[config.mk]
export PLATFORM = sky130hd
export DESIGN_NAME = text_stream_visualizer
export DESIGN_NICKNAME = d
export VERILOG_FILES = /design/src/rtl/tsv_pkg.sv /design/src/rtl/tsv_front.sv /design/src/rtl/tsv_fifo.sv /design/src/rtl/tsv_back.sv /design/src/rtl/text_stream_visualizer.sv
export SDC_FILE = /design/constraint.sdc
export NUM_CORES = 1
export LEC_CHECK = 0
export BUFFER_PORTS_ARGS = -buffer_cell sky130_fd_sc_hd__buf_2
export CAP_MARGIN = 5
export CELL_PAD_IN_SITES_DETAIL_PLACEMENT = 1
export CELL_PAD_IN_SITES_GLOBAL_PLACEMENT = 1
export CORE_UTILIZATION = 55
export DETAILED_ROUTE_END_ITERATION = 7
export PLACE_DENSITY_LB_ADDON = 0.1
export SKIP_LAST_GASP = 1
export SLEW_MARGIN = 0
export SYNTH_ARGS = -nofsm -noshare
export SYNTH_HDL_FRONTEND = slang
export SYNTH_HIERARCHICAL = 1
export SYNTH_SLANG_ARGS = --single-unit
[constraint.sdc]
create_clock -name clk_i -period 5.3 [get_ports clk_i]
set_input_delay 0.795 -clock clk_i [delete_from_list [all_inputs] [get_ports clk_i]]
set_output_delay 0.795 -clock clk_i [all_outputs]
set_load 0.005 [all_outputs]
[src/rtl/tsv_pkg.sv]
// ----------------------------------------------------------------------------
// tsv_pkg
// Shared types and constants for the text stream visualizer.
// ----------------------------------------------------------------------------
package tsv_pkg;

  localparam int CfgIdxW = 3;

  localparam logic [CfgIdxW-1:0] CfgNumberAll    = 3'd0;
  localparam logic [CfgIdxW-1:0] CfgNumberNonblk = 3'd1;
  localparam logic [CfgIdxW-1:0] CfgSqueezeBlank = 3'd2;
  localparam logic [CfgIdxW-1:0] CfgShowEnds     = 3'd3;
  localparam logic [CfgIdxW-1:0] CfgShowTabs     = 3'd4;
  localparam logic [CfgIdxW-1:0] CfgShowNonprint = 3'd5;

  localparam logic [7:0] ChTab      = 8'd9;
  localparam logic [7:0] ChNewline  = 8'd10;
  localparam logic [7:0] ChSpace    = 8'd32;
  localparam logic [7:0] ChDollar   = 8'd36;
  localparam logic [7:0] ChZero     = 8'd48;
  localparam logic [7:0] ChQuestion = 8'd63;
  localparam logic [7:0] ChUpperI   = 8'd73;
  localparam logic [7:0] ChCaret    = 8'd94;
  localparam logic [7:0] ChDel      = 8'd127;
  localparam logic [7:0] CaretShift = 8'd64;

  typedef struct packed {
    logic [7:0] in_byte;
    logic       file_start;
  } in_item_t;

  typedef struct packed {
    logic [7:0] out_byte;
    logic       last;
  } out_item_t;

  typedef struct packed {
    logic number_all;
    logic number_nonblank;
    logic squeeze_blank;
    logic show_ends;
    logic show_tabs;
    logic show_nonprint;
  } cfg_t;

  // one classified input byte, waiting to be expanded into beats
  typedef struct packed {
    logic       has_num;
    logic       has_pre;
    logic [7:0] pre_byte;
    logic [7:0] main_byte;
  } job_ctl_t;

endpackage

[src/rtl/tsv_front.sv]
// ----------------------------------------------------------------------------
// tsv_front
// Classifies each input byte, keeps the line counter and squeeze state.
// ----------------------------------------------------------------------------
module tsv_front #(
  parameter int NUMBER_DIGITS = 6
) (
  input  logic                       clk_i,
  input  logic                       rst_ni,
  input  tsv_pkg::cfg_t              cfg_i,
  input  logic                       accept_i,
  input  tsv_pkg::in_item_t          item_i,
  output logic                       job_push_o,
  output tsv_pkg::job_ctl_t          job_o,
  output logic [4*NUMBER_DIGITS-1:0] digits_o
);
  import tsv_pkg::*;

  localparam int NumW = 4 * NUMBER_DIGITS;

  logic [NumW-1:0] num_q, num_d, num_cur, num_inc;
  logic [1:0]      run_q, run_d, run_cur, run_inc;
  logic            prev_nl_q, prev_nl_d, line_start;
  logic [7:0]      c;
  logic            is_nl, is_ctrl, squeeze_case, drop, has_num, carry;
  logic [3:0]      dig;

  assign c          = item_i.in_byte;
  assign is_nl      = (c == ChNewline);
  assign num_cur    = item_i.file_start ? NumW'(1) : num_q;
  assign run_cur    = item_i.file_start ? 2'd0 : run_q;
  assign line_start = item_i.file_start | prev_nl_q;

  assign squeeze_case = cfg_i.squeeze_blank & is_nl & line_start;
  assign run_inc      = (run_cur < 2'd2) ? run_cur + 2'd1 : run_cur;
  assign drop         = squeeze_case & (run_inc > 2'd1);
  assign run_d        = squeeze_case ? run_inc : 2'd0;

  always_comb begin
    if (cfg_i.number_nonblank) begin
      has_num = line_start & ~is_nl;
    end else begin
      has_num = cfg_i.number_all & line_start;
    end
    has_num = has_num & ~drop;
  end

  // bcd increment, holds at all nines
  always_comb begin
    carry   = 1'b1;
    dig     = 4'd0;
    num_inc = num_cur;
    for (int i = 0; i < NUMBER_DIGITS; i++) begin
      dig = num_cur[4*i +: 4];
      if (carry) begin
        num_inc[4*i +: 4] = (dig == 4'd9) ? 4'd0 : dig + 4'd1;
      end
      carry = carry & (dig == 4'd9);
    end
    if (carry) begin
      num_inc = num_cur;
    end
  end

  assign is_ctrl = (c < ChTab) || ((c > ChNewline) && (c < ChSpace)) || (c == ChDel);

  always_comb begin
    job_o.has_num   = has_num;
    job_o.has_pre   = 1'b0;
    job_o.pre_byte  = ChCaret;
    job_o.main_byte = c;
    if (cfg_i.show_tabs && (c == ChTab)) begin
      job_o.has_pre   = 1'b1;
      job_o.main_byte = ChUpperI;
    end else if (cfg_i.show_ends && is_nl) begin
      job_o.has_pre  = 1'b1;
      job_o.pre_byte = ChDollar;
    end else if (cfg_i.show_nonprint && is_ctrl) begin
      job_o.has_pre   = 1'b1;
      job_o.main_byte = (c == ChDel) ? ChQuestion : c + CaretShift;
    end
  end

  assign digits_o   = num_cur;
  assign job_push_o = accept_i & ~drop;
  assign num_d      = has_num ? num_inc : num_cur;
  // only a newline leaves a newline as the last body byte
  assign prev_nl_d  = drop ? line_start : is_nl;

  always_ff @(posedge clk_i or negedge rst_ni) begin
    if (!rst_ni) begin
      num_q     <= NumW'(1);
      run_q     <= 2'd0;
      prev_nl_q <= 1'b1;
    end else if (accept_i) begin
      num_q     <= num_d;
      run_q     <= run_d;
      prev_nl_q <= prev_nl_d;
    end
  end

endmodule

[src/rtl/tsv_fifo.sv]
// ----------------------------------------------------------------------------
// tsv_fifo
// Small register queue between the front and back parts.
// ----------------------------------------------------------------------------
module tsv_fifo #(
  parameter int WIDTH = 8,
  parameter int DEPTH = 2
) (
  input  logic             clk_i,
  input  logic             rst_ni,
  input  logic             push_i,
  input  logic [WIDTH-1:0] wdata_i,
  input  logic             pop_i,
  output logic [WIDTH-1:0] rdata_o,
  output logic             full_o,
  output logic             empty_o
);
  localparam int PtrW = (DEPTH > 1) ? $clog2(DEPTH) : 1;
  localparam int CntW = $clog2(DEPTH + 1);

  logic [WIDTH-1:0] mem_q [DEPTH];
  logic [PtrW-1:0]  wr_ptr_q, rd_ptr_q;
  logic [CntW-1:0]  count_q;
  logic             do_push, do_pop;

  assign full_o  = (count_q == CntW'(DEPTH));
  assign empty_o = (count_q == '0);
  assign do_push = push_i & ~full_o;
  assign do_pop  = pop_i & ~empty_o;
  assign rdata_o = mem_q[rd_ptr_q];

  always_ff @(posedge clk_i) begin
    if (do_push) begin
      mem_q[wr_ptr_q] <= wdata_i;
    end
  end

  always_ff @(posedge clk_i or negedge rst_ni) begin
    if (!rst_ni) begin
      wr_ptr_q <= '0;
      rd_ptr_q <= '0;
      count_q  <= '0;
    end else begin
      if (do_push) begin
        wr_ptr_q <= (wr_ptr_q == PtrW'(DEPTH - 1)) ? '0 : wr_ptr_q + PtrW'(1);
      end
      if (do_pop) begin
        rd_ptr_q <= (rd_ptr_q == PtrW'(DEPTH - 1)) ? '0 : rd_ptr_q + PtrW'(1);
      end
      if (do_push && !do_pop) begin
        count_q <= count_q + CntW'(1);
      end else if (do_pop && !do_push) begin
        count_q <= count_q - CntW'(1);
      end
    end
  end

endmodule

[src/rtl/tsv_back.sv]
// ----------------------------------------------------------------------------
// tsv_back
// Expands each job into output beats, one beat per cycle while the output is taken.
// ----------------------------------------------------------------------------
module tsv_back #(
  parameter int NUMBER_DIGITS = 6
) (
  input  logic                       clk_i,
  input  logic                       rst_ni,
  input  logic                       job_avail_i,
  input  tsv_pkg::job_ctl_t          job_i,
  input  logic [4*NUMBER_DIGITS-1:0] digits_i,
  output logic                       job_pop_o,
  output logic                       out_valid_o,
  output tsv_pkg::out_item_t         out_o,
  input  logic                       out_take_i
);
  import tsv_pkg::*;

  localparam int NumW = 4 * NUMBER_DIGITS;
  localparam int PosW = $clog2(NUMBER_DIGITS + 3);
  localparam logic [PosW-1:0] PosTab  = PosW'(NUMBER_DIGITS);
  localparam logic [PosW-1:0] PosPre  = PosW'(NUMBER_DIGITS + 1);
  localparam logic [PosW-1:0] PosMain = PosW'(NUMBER_DIGITS + 2);

  job_ctl_t        job_q;
  logic [NumW-1:0] digits_q;
  logic            busy_q, out_valid_q;
  logic [PosW-1:0] pos_q, pos_next, pos_start;
  out_item_t       out_q;
  logic [7:0]      cur_byte;
  logic            is_last, emit, load;
  logic [NUMBER_DIGITS-1:0] zero_above;

  // digit i is blank if it and all higher digits are zero, except the lowest
  always_comb begin
    for (int i = 0; i < NUMBER_DIGITS; i++) begin
      zero_above[i] = (i != 0);
      for (int j = i; j < NUMBER_DIGITS; j++) begin
        if (digits_q[4*j +: 4] != 4'd0) begin
          zero_above[i] = 1'b0;
        end
      end
    end
  end

  always_comb begin
    cur_byte = job_q.main_byte;
    if (pos_q == PosTab) begin
      cur_byte = ChTab;
    end else if (pos_q == PosPre) begin
      cur_byte = job_q.pre_byte;
    end else if (pos_q != PosMain) begin
      for (int i = 0; i < NUMBER_DIGITS; i++) begin
        if (pos_q == PosW'(NUMBER_DIGITS - 1 - i)) begin
          cur_byte = zero_above[i] ? ChSpace : ChZero + {4'd0, digits_q[4*i +: 4]};
        end
      end
    end
  end

  always_comb begin
    if (pos_q == PosTab) begin
      pos_next = job_q.has_pre ? PosPre : PosMain;
    end else if (pos_q == PosPre) begin
      pos_next = PosMain;
    end else begin
      pos_next = pos_q + PosW'(1);
    end
  end

  always_comb begin
    if (job_i.has_num) begin
      pos_start = '0;
    end else if (job_i.has_pre) begin
      pos_start = PosPre;
    end else begin
      pos_start = PosMain;
    end
  end

  assign is_last     = (pos_q == PosMain);
  assign emit        = busy_q & (~out_valid_q | out_take_i);
  assign load        = job_avail_i & (~busy_q | (emit & is_last));
  assign job_pop_o   = load;
  assign out_valid_o = out_valid_q;
  assign out_o       = out_q;

  always_ff @(posedge clk_i) begin
    if (load) begin
      job_q    <= job_i;
      digits_q <= digits_i;
    end
    if (emit) begin
      out_q.out_byte <= cur_byte;
      out_q.last     <= is_last;
    end
  end

  always_ff @(posedge clk_i or negedge rst_ni) begin
    if (!rst_ni) begin
      busy_q      <= 1'b0;
      pos_q       <= '0;
      out_valid_q <= 1'b0;
    end else begin
      if (load) begin
        busy_q <= 1'b1;
        pos_q  <= pos_start;
      end else if (emit) begin
        busy_q <= ~is_last;
        pos_q  <= pos_next;
      end
      if (emit) begin
        out_valid_q <= 1'b1;
      end else if (out_take_i) begin
        out_valid_q <= 1'b0;
      end
    end
  end

endmodule

[src/rtl/text_stream_visualizer.sv]
// ----------------------------------------------------------------------------
// text_stream_visualizer
// Cat-style byte filter: numbering, blank squeezing, visible ends and controls.
// ----------------------------------------------------------------------------
// Each accepted byte gives from one to NUMBER_DIGITS+3 output beats (none for a
// squeezed blank line); the final beat of a byte carries last. The output side
// sends one beat per cycle while the receiver keeps popping; most bytes give
// one or two beats, up to nine at a numbered line start with six digits.
// The front end classifies a byte in the cycle it is accepted and hands it
// through a two-entry job queue to the back end, which expands it into beats;
// its first beat is registered after the queue and the back end's job register.
// Configuration bits take effect on the next byte; line number, newline run and
// previous byte restart whenever file_start is set on a byte.
// ----------------------------------------------------------------------------
module text_stream_visualizer #(
  parameter int NUMBER_DIGITS = 6
) (
  input  logic                            clk_i,
  input  logic                            rst_ni,
  input  logic                            push,
  output logic                            full,
  input  tsv_pkg::in_item_t               in_data_i,
  output logic                            empty,
  input  logic                            pop,
  output tsv_pkg::out_item_t              out_data_o,
  input  logic                            cfg_we_i,
  input  logic [tsv_pkg::CfgIdxW-1:0]     cfg_idx_i,
  input  logic [0:0]                      cfg_wdata_i
);
  import tsv_pkg::*;

  localparam int NumW     = 4 * NUMBER_DIGITS;
  localparam int JobW     = $bits(job_ctl_t) + NumW;
  localparam int JobDepth = 2;

  cfg_t            cfg_q;
  logic            accept, job_push, fifo_full, fifo_empty, fifo_pop, out_valid;
  job_ctl_t        front_job, back_job;
  logic [NumW-1:0] front_digits, back_digits;
  logic [JobW-1:0] fifo_wdata, fifo_rdata;

  always_ff @(posedge clk_i or negedge rst_ni) begin
    if (!rst_ni) begin
      cfg_q <= '0;
    end else if (cfg_we_i) begin
      unique case (cfg_idx_i)
        CfgNumberAll:    cfg_q.number_all      <= cfg_wdata_i[0];
        CfgNumberNonblk: cfg_q.number_nonblank <= cfg_wdata_i[0];
        CfgSqueezeBlank: cfg_q.squeeze_blank   <= cfg_wdata_i[0];
        CfgShowEnds:     cfg_q.show_ends       <= cfg_wdata_i[0];
        CfgShowTabs:     cfg_q.show_tabs       <= cfg_wdata_i[0];
        CfgShowNonprint: cfg_q.show_nonprint   <= cfg_wdata_i[0];
        default: begin
        end
      endcase
    end
  end

  assign full   = fifo_full;
  assign accept = push & ~fifo_full;

  tsv_front #(
    .NUMBER_DIGITS(NUMBER_DIGITS)
  ) u_front (
    .clk_i      (clk_i),
    .rst_ni     (rst_ni),
    .cfg_i      (cfg_q),
    .accept_i   (accept),
    .item_i     (in_data_i),
    .job_push_o (job_push),
    .job_o      (front_job),
    .digits_o   (front_digits)
  );

  assign fifo_wdata = {front_job, front_digits};
  assign back_job    = job_ctl_t'(fifo_rdata[JobW-1:NumW]);
  assign back_digits = fifo_rdata[NumW-1:0];

  tsv_fifo #(
    .WIDTH(JobW),
    .DEPTH(JobDepth)
  ) u_fifo (
    .clk_i   (clk_i),
    .rst_ni  (rst_ni),
    .push_i  (job_push),
    .wdata_i (fifo_wdata),
    .pop_i   (fifo_pop),
    .rdata_o (fifo_rdata),
    .full_o  (fifo_full),
    .empty_o (fifo_empty)
  );

  tsv_back #(
    .NUMBER_DIGITS(NUMBER_DIGITS)
  ) u_back (
    .clk_i       (clk_i),
    .rst_ni      (rst_ni),
    .job_avail_i (~fifo_empty),
    .job_i       (back_job),
    .digits_i    (back_digits),
    .job_pop_o   (fifo_pop),
    .out_valid_o (out_valid),
    .out_o       (out_data_o),
    .out_take_i  (pop)
  );

  assign empty = ~out_valid;

endmodule

## Word level (Yosys, flattened, before mapping)

Memory sizes are Yosys's and may differ from the RTL's.
Cells that the tools add are included.

| cells by class | value |
|---|---|
| multiplexer cells | 72 |
| $add $sub $neg | 19 |
| eq/ne operators | 24 |
| reduce and logical (&&, ||, !) cells | 27 |
| bitwise logic cells | 28 |
| order comparisons | 5 |

Operator list:

| kind | number |
|---|---|
| $mux W8 | 18 |
| $mux W24 | 3 |
| $mux W4 | 18 |
| $add A6 B4 Y7 const A | 6 |
| $add A4 B1 Y4 const B | 7 |
| $eq A4 B4 Y1 const B | 7 |
| $mux W1 | 27 |
| $reduce_bool A4 Y1 | 5 |
| $and A1 B1 Y1 | 18 |
| $eq A4 B3 Y1 const B | 4 |
| $eq A8 B4 Y1 const B | 2 |
| $reduce_and A2 Y1 | 6 |
| $mux W2 | 5 |
| $add A8 B7 Y8 const B | 1 |
| $eq A4 B2 Y1 const B | 2 |
| $eq A8 B7 Y1 const B | 1 |
| $gt A8 B4 Y1 const B | 1 |
| $lt A8 B4 Y1 const B | 1 |
| $lt A8 B6 Y1 const B | 1 |
| $mux W7 | 1 |
| $not A1 Y1 | 7 |
| $eq A3 B2 Y1 const B | 2 |
| $eq A3 B3 Y1 const B | 2 |
| $logic_and A1 B1 Y1 | 6 |
| other kinds (16) | 24 |

| storage, ports and cells | value |
|---|---|
| bits in registers | 93 |
| output and inout port bits | 11 |
| memories | 1 |
| word-level logic and storage cells | 197 |
| bits in writable memories | 84 |
| input port bits | 18 |

Memories:

| memory | words | width | read ports | clocked after Yosys merged registers in | wr ports | line | text |
|---|---|---|---|---|---|---|---|
| u_fifo.mem_q | 2 | 42 | 1 | 0 | 1 | tsv_fifo.sv:21 | `logic [WIDTH-1:0] mem_q [DEPTH];` |

## Logic depth before layout (Yosys ltp)

| logic depth | value |
|---|---|
| depth after elaboration | 14 |
| depth in mapped cells | 14 |
| gate-level depth less buffers | 13 |

## Cells and area by module

Netlist, hierarchy kept.

Modules (own cells, without submodules):

| module | seq. area each (um2) | area an instance (um2) | instances | cells each |
|---|---|---|---|---|
| tsv_fifo | 2622.5 | 3429.5 | 1 | 150 |
| tsv_back | 1651.6 | 2737.6 | 1 | 220 |
| tsv_front | 678.2 | 2274.7 | 1 | 284 |
| text_stream_visualizer | 150.1 | 312.8 | 1 | 21 |

## Least setup slack after synthesis

OpenSTA, ideal clock, no wires.

| timing path | value |
|---|---|
| kind | input to register |
| start point | input in_data_i[0] in the netlist's numbering |
| end point | memory u_fifo/mem_q[0][0] in the netlist's numbering (enable) |
| path buffers | 4 |
| setup slack | 0.779 ns |
| setup time | 0.441 ns |
| stages on the path | 10 |
| required time | 4.859 ns |
| data arrival time | 4.080 ns |
| cells stage by stage | buf_6 > clkbuf_1 > clkbuf_1 > clkbuf_1 > nand2b_1 > ha_1 > nor3b_1 > nor2b_1 > nand2_1 > nor2_1 |

| on the way | value |
|---|---|
| word-level cells in the longest chain between the ends | 10 |
| elaborated cells on any way between the ends | 13 |
| classes of those cells | 1 x add/sub; 2 x order compare; 4 x mux; 6 x bitwise |

RTL lines:

| what | line | text |
|---|---|---|
| start: declaration | text_stream_visualizer.sv:22 | `input tsv_pkg::in_item_t in_data_i,` |
| $mux W2 | tsv_front.sv:31 | `assign run_cur = item_i.file_start ? 2'd0 : run_q;` |
| $add A2 B1 Y2 or $lt A2 B2 Y1 (tied branches) | tsv_front.sv:35 | `assign run_inc = (run_cur < 2'd2) ? run_cur + 2'd1 : run_cur;` |
| $mux W2 | tsv_front.sv:35 |  |
| $gt A2 B1 Y1 | tsv_front.sv:36 | `assign drop = squeeze_case & (run_inc > 2'd1);` |
| $and A1 B1 Y1 (*) | tsv_front.sv:36 |  |
| $not A1 Y1 (*) | tsv_front.sv:85 | `assign job_push_o = accept_i & ~drop;` |
| $and A1 B1 Y1 (*) | tsv_front.sv:85 |  |
| via job_push | text_stream_visualizer.sv:37 | `logic accept, job_push, fifo_full, fifo_empty, fifo_pop, out_valid;` |
| $and A1 B1 Y1 (*) | tsv_fifo.sv:28 | `assign do_push = push_i & ~full_o;` |
| $mux W1 (*) | tsv_fifo.sv:33 | `if (do_push) begin` |
| $mux W1 (implied by the code) (*) | tsv_fifo.sv:34 | `mem_q[wr_ptr_q] <= wdata_i;` |
| end: declaration | tsv_fifo.sv:21 |  |

The timed path passes the listed nets; every way through them passes the cells marked *.

==> flow_summary.toml <==
[synth]
synth_top_flop_cell = "edfxtp_1"
synth-adder-area-share_pct = 1.14
netlist_instances = 675
synth-xor-area-share_pct = 0.700
synth-compound-area-share_pct = 10.6
synth-simple-area-share_pct = 15.2
synth_top_family_by_area = "simple AND/OR/NAND/NOR gates"
ys_ff_latch = 177
netlist_area_mm2 = 0.00875
synth_edf_count = 134
synth_area_per_cell_um2 = 13.0
synth_cell_types = 85
muxShareOfSynthArea_pct = 9.05
synth-async-reset-ratio_pct = 24.3
yosysSeqAreaShare_pct = 58.3
yosysWarnings = 6

[layout]
layout_common_cells = "134 x edfxtp_1, 42 x mux2_4, 40 x dfrtp_1, 35 x nor2_1, 29 x a21oi_1"
utilization_pct = 61.7
fin_cells = 902
nets = 704
drive_above_1_share_pct = 19.4
final_common_cell = "edfxtp_1"
area_growth_syn_to_layout_pct = 8.33
n_antenna_cell = 0

[detailed_routing]
vias_per_cell = 6.09
drc = 0
first_pass_iters = 5
drt_iter0_drc = 457
vias = 5496
postRouteAntennaNets = 0
wl_um = 19500
wl_per_cell_um = 21.6

[clocking]
post_cts_buffers = 0
clk_latency_ps = 420
cts.sinks = 177
cts_hold_buf = 0
numCtsBuffers = 17
cts_resized = 0
cts_root_buf = "clkbuf_16"
cts.clk_slew.worst_paths_ps = 60
htree_levels = 4
clk_path_buf_depth = 2
cts_tree = "yes"

[sta]
max_freq_mhz = 302
drv_slew = 0
period_minus_slack_ps = 3310
hold_violations = 0
timing.slew.headroom_pct = 20.0
setup_viol = 0
rsz0062_at_grt = "no"
tns_ps = 0
finClkSkew_ps = 7.72
tightestPinTransition_ps = 1200
fin_crit_sh_pct = 62.4

[power]
ir_drop_v = 0.000262
power.leakage_uw = 0.00353
power_uw = 4940
power_density_mw_per_mm2 = 521

[die]
io_pins = 29
row_count = 45
die_y_um = 128
dieWidth_um = 128
initial_utilization_pct = 57.0
die-area_mm2 = 0.0164
fp.coreArea_mm2 = 0.0154

[setup_path]
required_ps = 5600
crit_start = "in_data_i[0]"
endpoint_kind = "flop"
path_max_fanout = 46
crit_type = "in2reg"
r2r_start = "u_back/pos_q[0]"
start_kind = "input pin"
worst_ep_arrival_time_ps = 3610

[global_routing]
grt_pass1_vias = 5696
grt_pass1_wl_um = 31200
grt_overflow = 0
grt_antenna_before_repair = 0
grt_start_max_net_pins = 47
grt_use_total_pct = 25.4

[place]
place_inst = 870
dp_hpwl_um = 13400
port_buffers = 28
place.gp.congestion = 0.827

[run]
max_cap_violations = 0

[outcome]
status = "completed"

[hold_path]
hold_class = "in2async"
-- power breakdown --
part	internal, µW	switching (µW)
Combinational	653	849
Clock	765	505
Sequential	1920	251
Total	3340	1600
-- synth_stat cells, types with 9 or more instances --
library cell | n | share of area [%]
a21oi_1 | 29 | 1.7
buf_2 | 12 | 0.69
buf_4 | 9 | 0.77
clkbuf_1 | 21 | 0.90
dfrtp_1 | 41 | 12
edfxtp_1 | 134 | 46
inv_1 | 27 | 1.2
mux2_4 | 42 | 7.2
nand2_1 | 20 | 0.86
nand2b_1 | 28 | 2.0
nand3_1 | 18 | 1.0
nand4_1 | 12 | 0.86
nor2_1 | 36 | 1.5
nor2b_1 | 22 | 1.6
nor3b_1 | 13 | 1.1
o21ai_0 | 16 | 0.91
o31ai_1 | 13 | 1.1
-- layout make-up --
cell class                      count  area [µm²]
Multi-Input combinational cell    420        3230
Tap cell                          211         264
Timing Repair Buffer               33         178
Inverter                           29         109
Clock inverter                     10         131
Clock buffer                       22         464
Fill cell                        1504        5890
Sequential cell                   177        5100
-- metal layers --
metal / share of wire (%) / global-route usage [%]
met2: 51 / 42.9
met5: 0 / 0
met1: 44 / 32.9
met3: 3.5 / 4.97
met4: 1.9 / 8.93
-- registers in the layout, summed over array words and instances (netlist names), 2 cells and up --
signal / flops
u_back/job_q: 17
u_front/run_q: 2
u_back/digits_q: 24
u_front/num_q: 24
u_fifo/mem_q: 84
cfg_q: 6
u_fifo/count_q: 2
u_back/pos_q: 4
u_back/out_o: 9
-- cell families after synthesis --
family,after synthesis
and+or+nand+nor,214
DFF,177
AOI/OAI and AO/OA,131
buffers and inverters,79
muxes,57
adders and majority gates,8
xor gates and xnor gates,7
other,2
-- through the flow --
step | hold WS (ps) | area [µm²] | worst slack, ps
after floorplan | 461 | 8760 | 779
after global placement | 498 | 8890 | 1760
after detailed placement | 489 | 8890 | 1590
after CTS | 482 | 9480 | 2030
after global routing | 497 | 9480 | 1740
final | 474 | 9480 | 1990
-- critical path, stage by stage --
cell and delay (ps):
buf_2 660, nand2b_1 230, ha_1 180, nor2b_1 60, o211ai_1 340, nand2_1 350, inv_1 520, nand3_1 140
o311ai_0 330
-- path summary, 6_finish.rpt --
check,slack (ps),end,cells past startpoint
setup / recovery,1990,u_front/num_q[22],9
hold / removal,470,u_back/pos_q[3],2
setup reg to reg,2130,u_back/digits_q[9],6
hold reg to reg,500,cfg_q[2],1
max in group asynchronous,4360,u_fifo/rd_ptr_q,2
min in group clk_i,500,cfg_q[2],1
No activity file was read; power rests on OpenSTA's default activity.
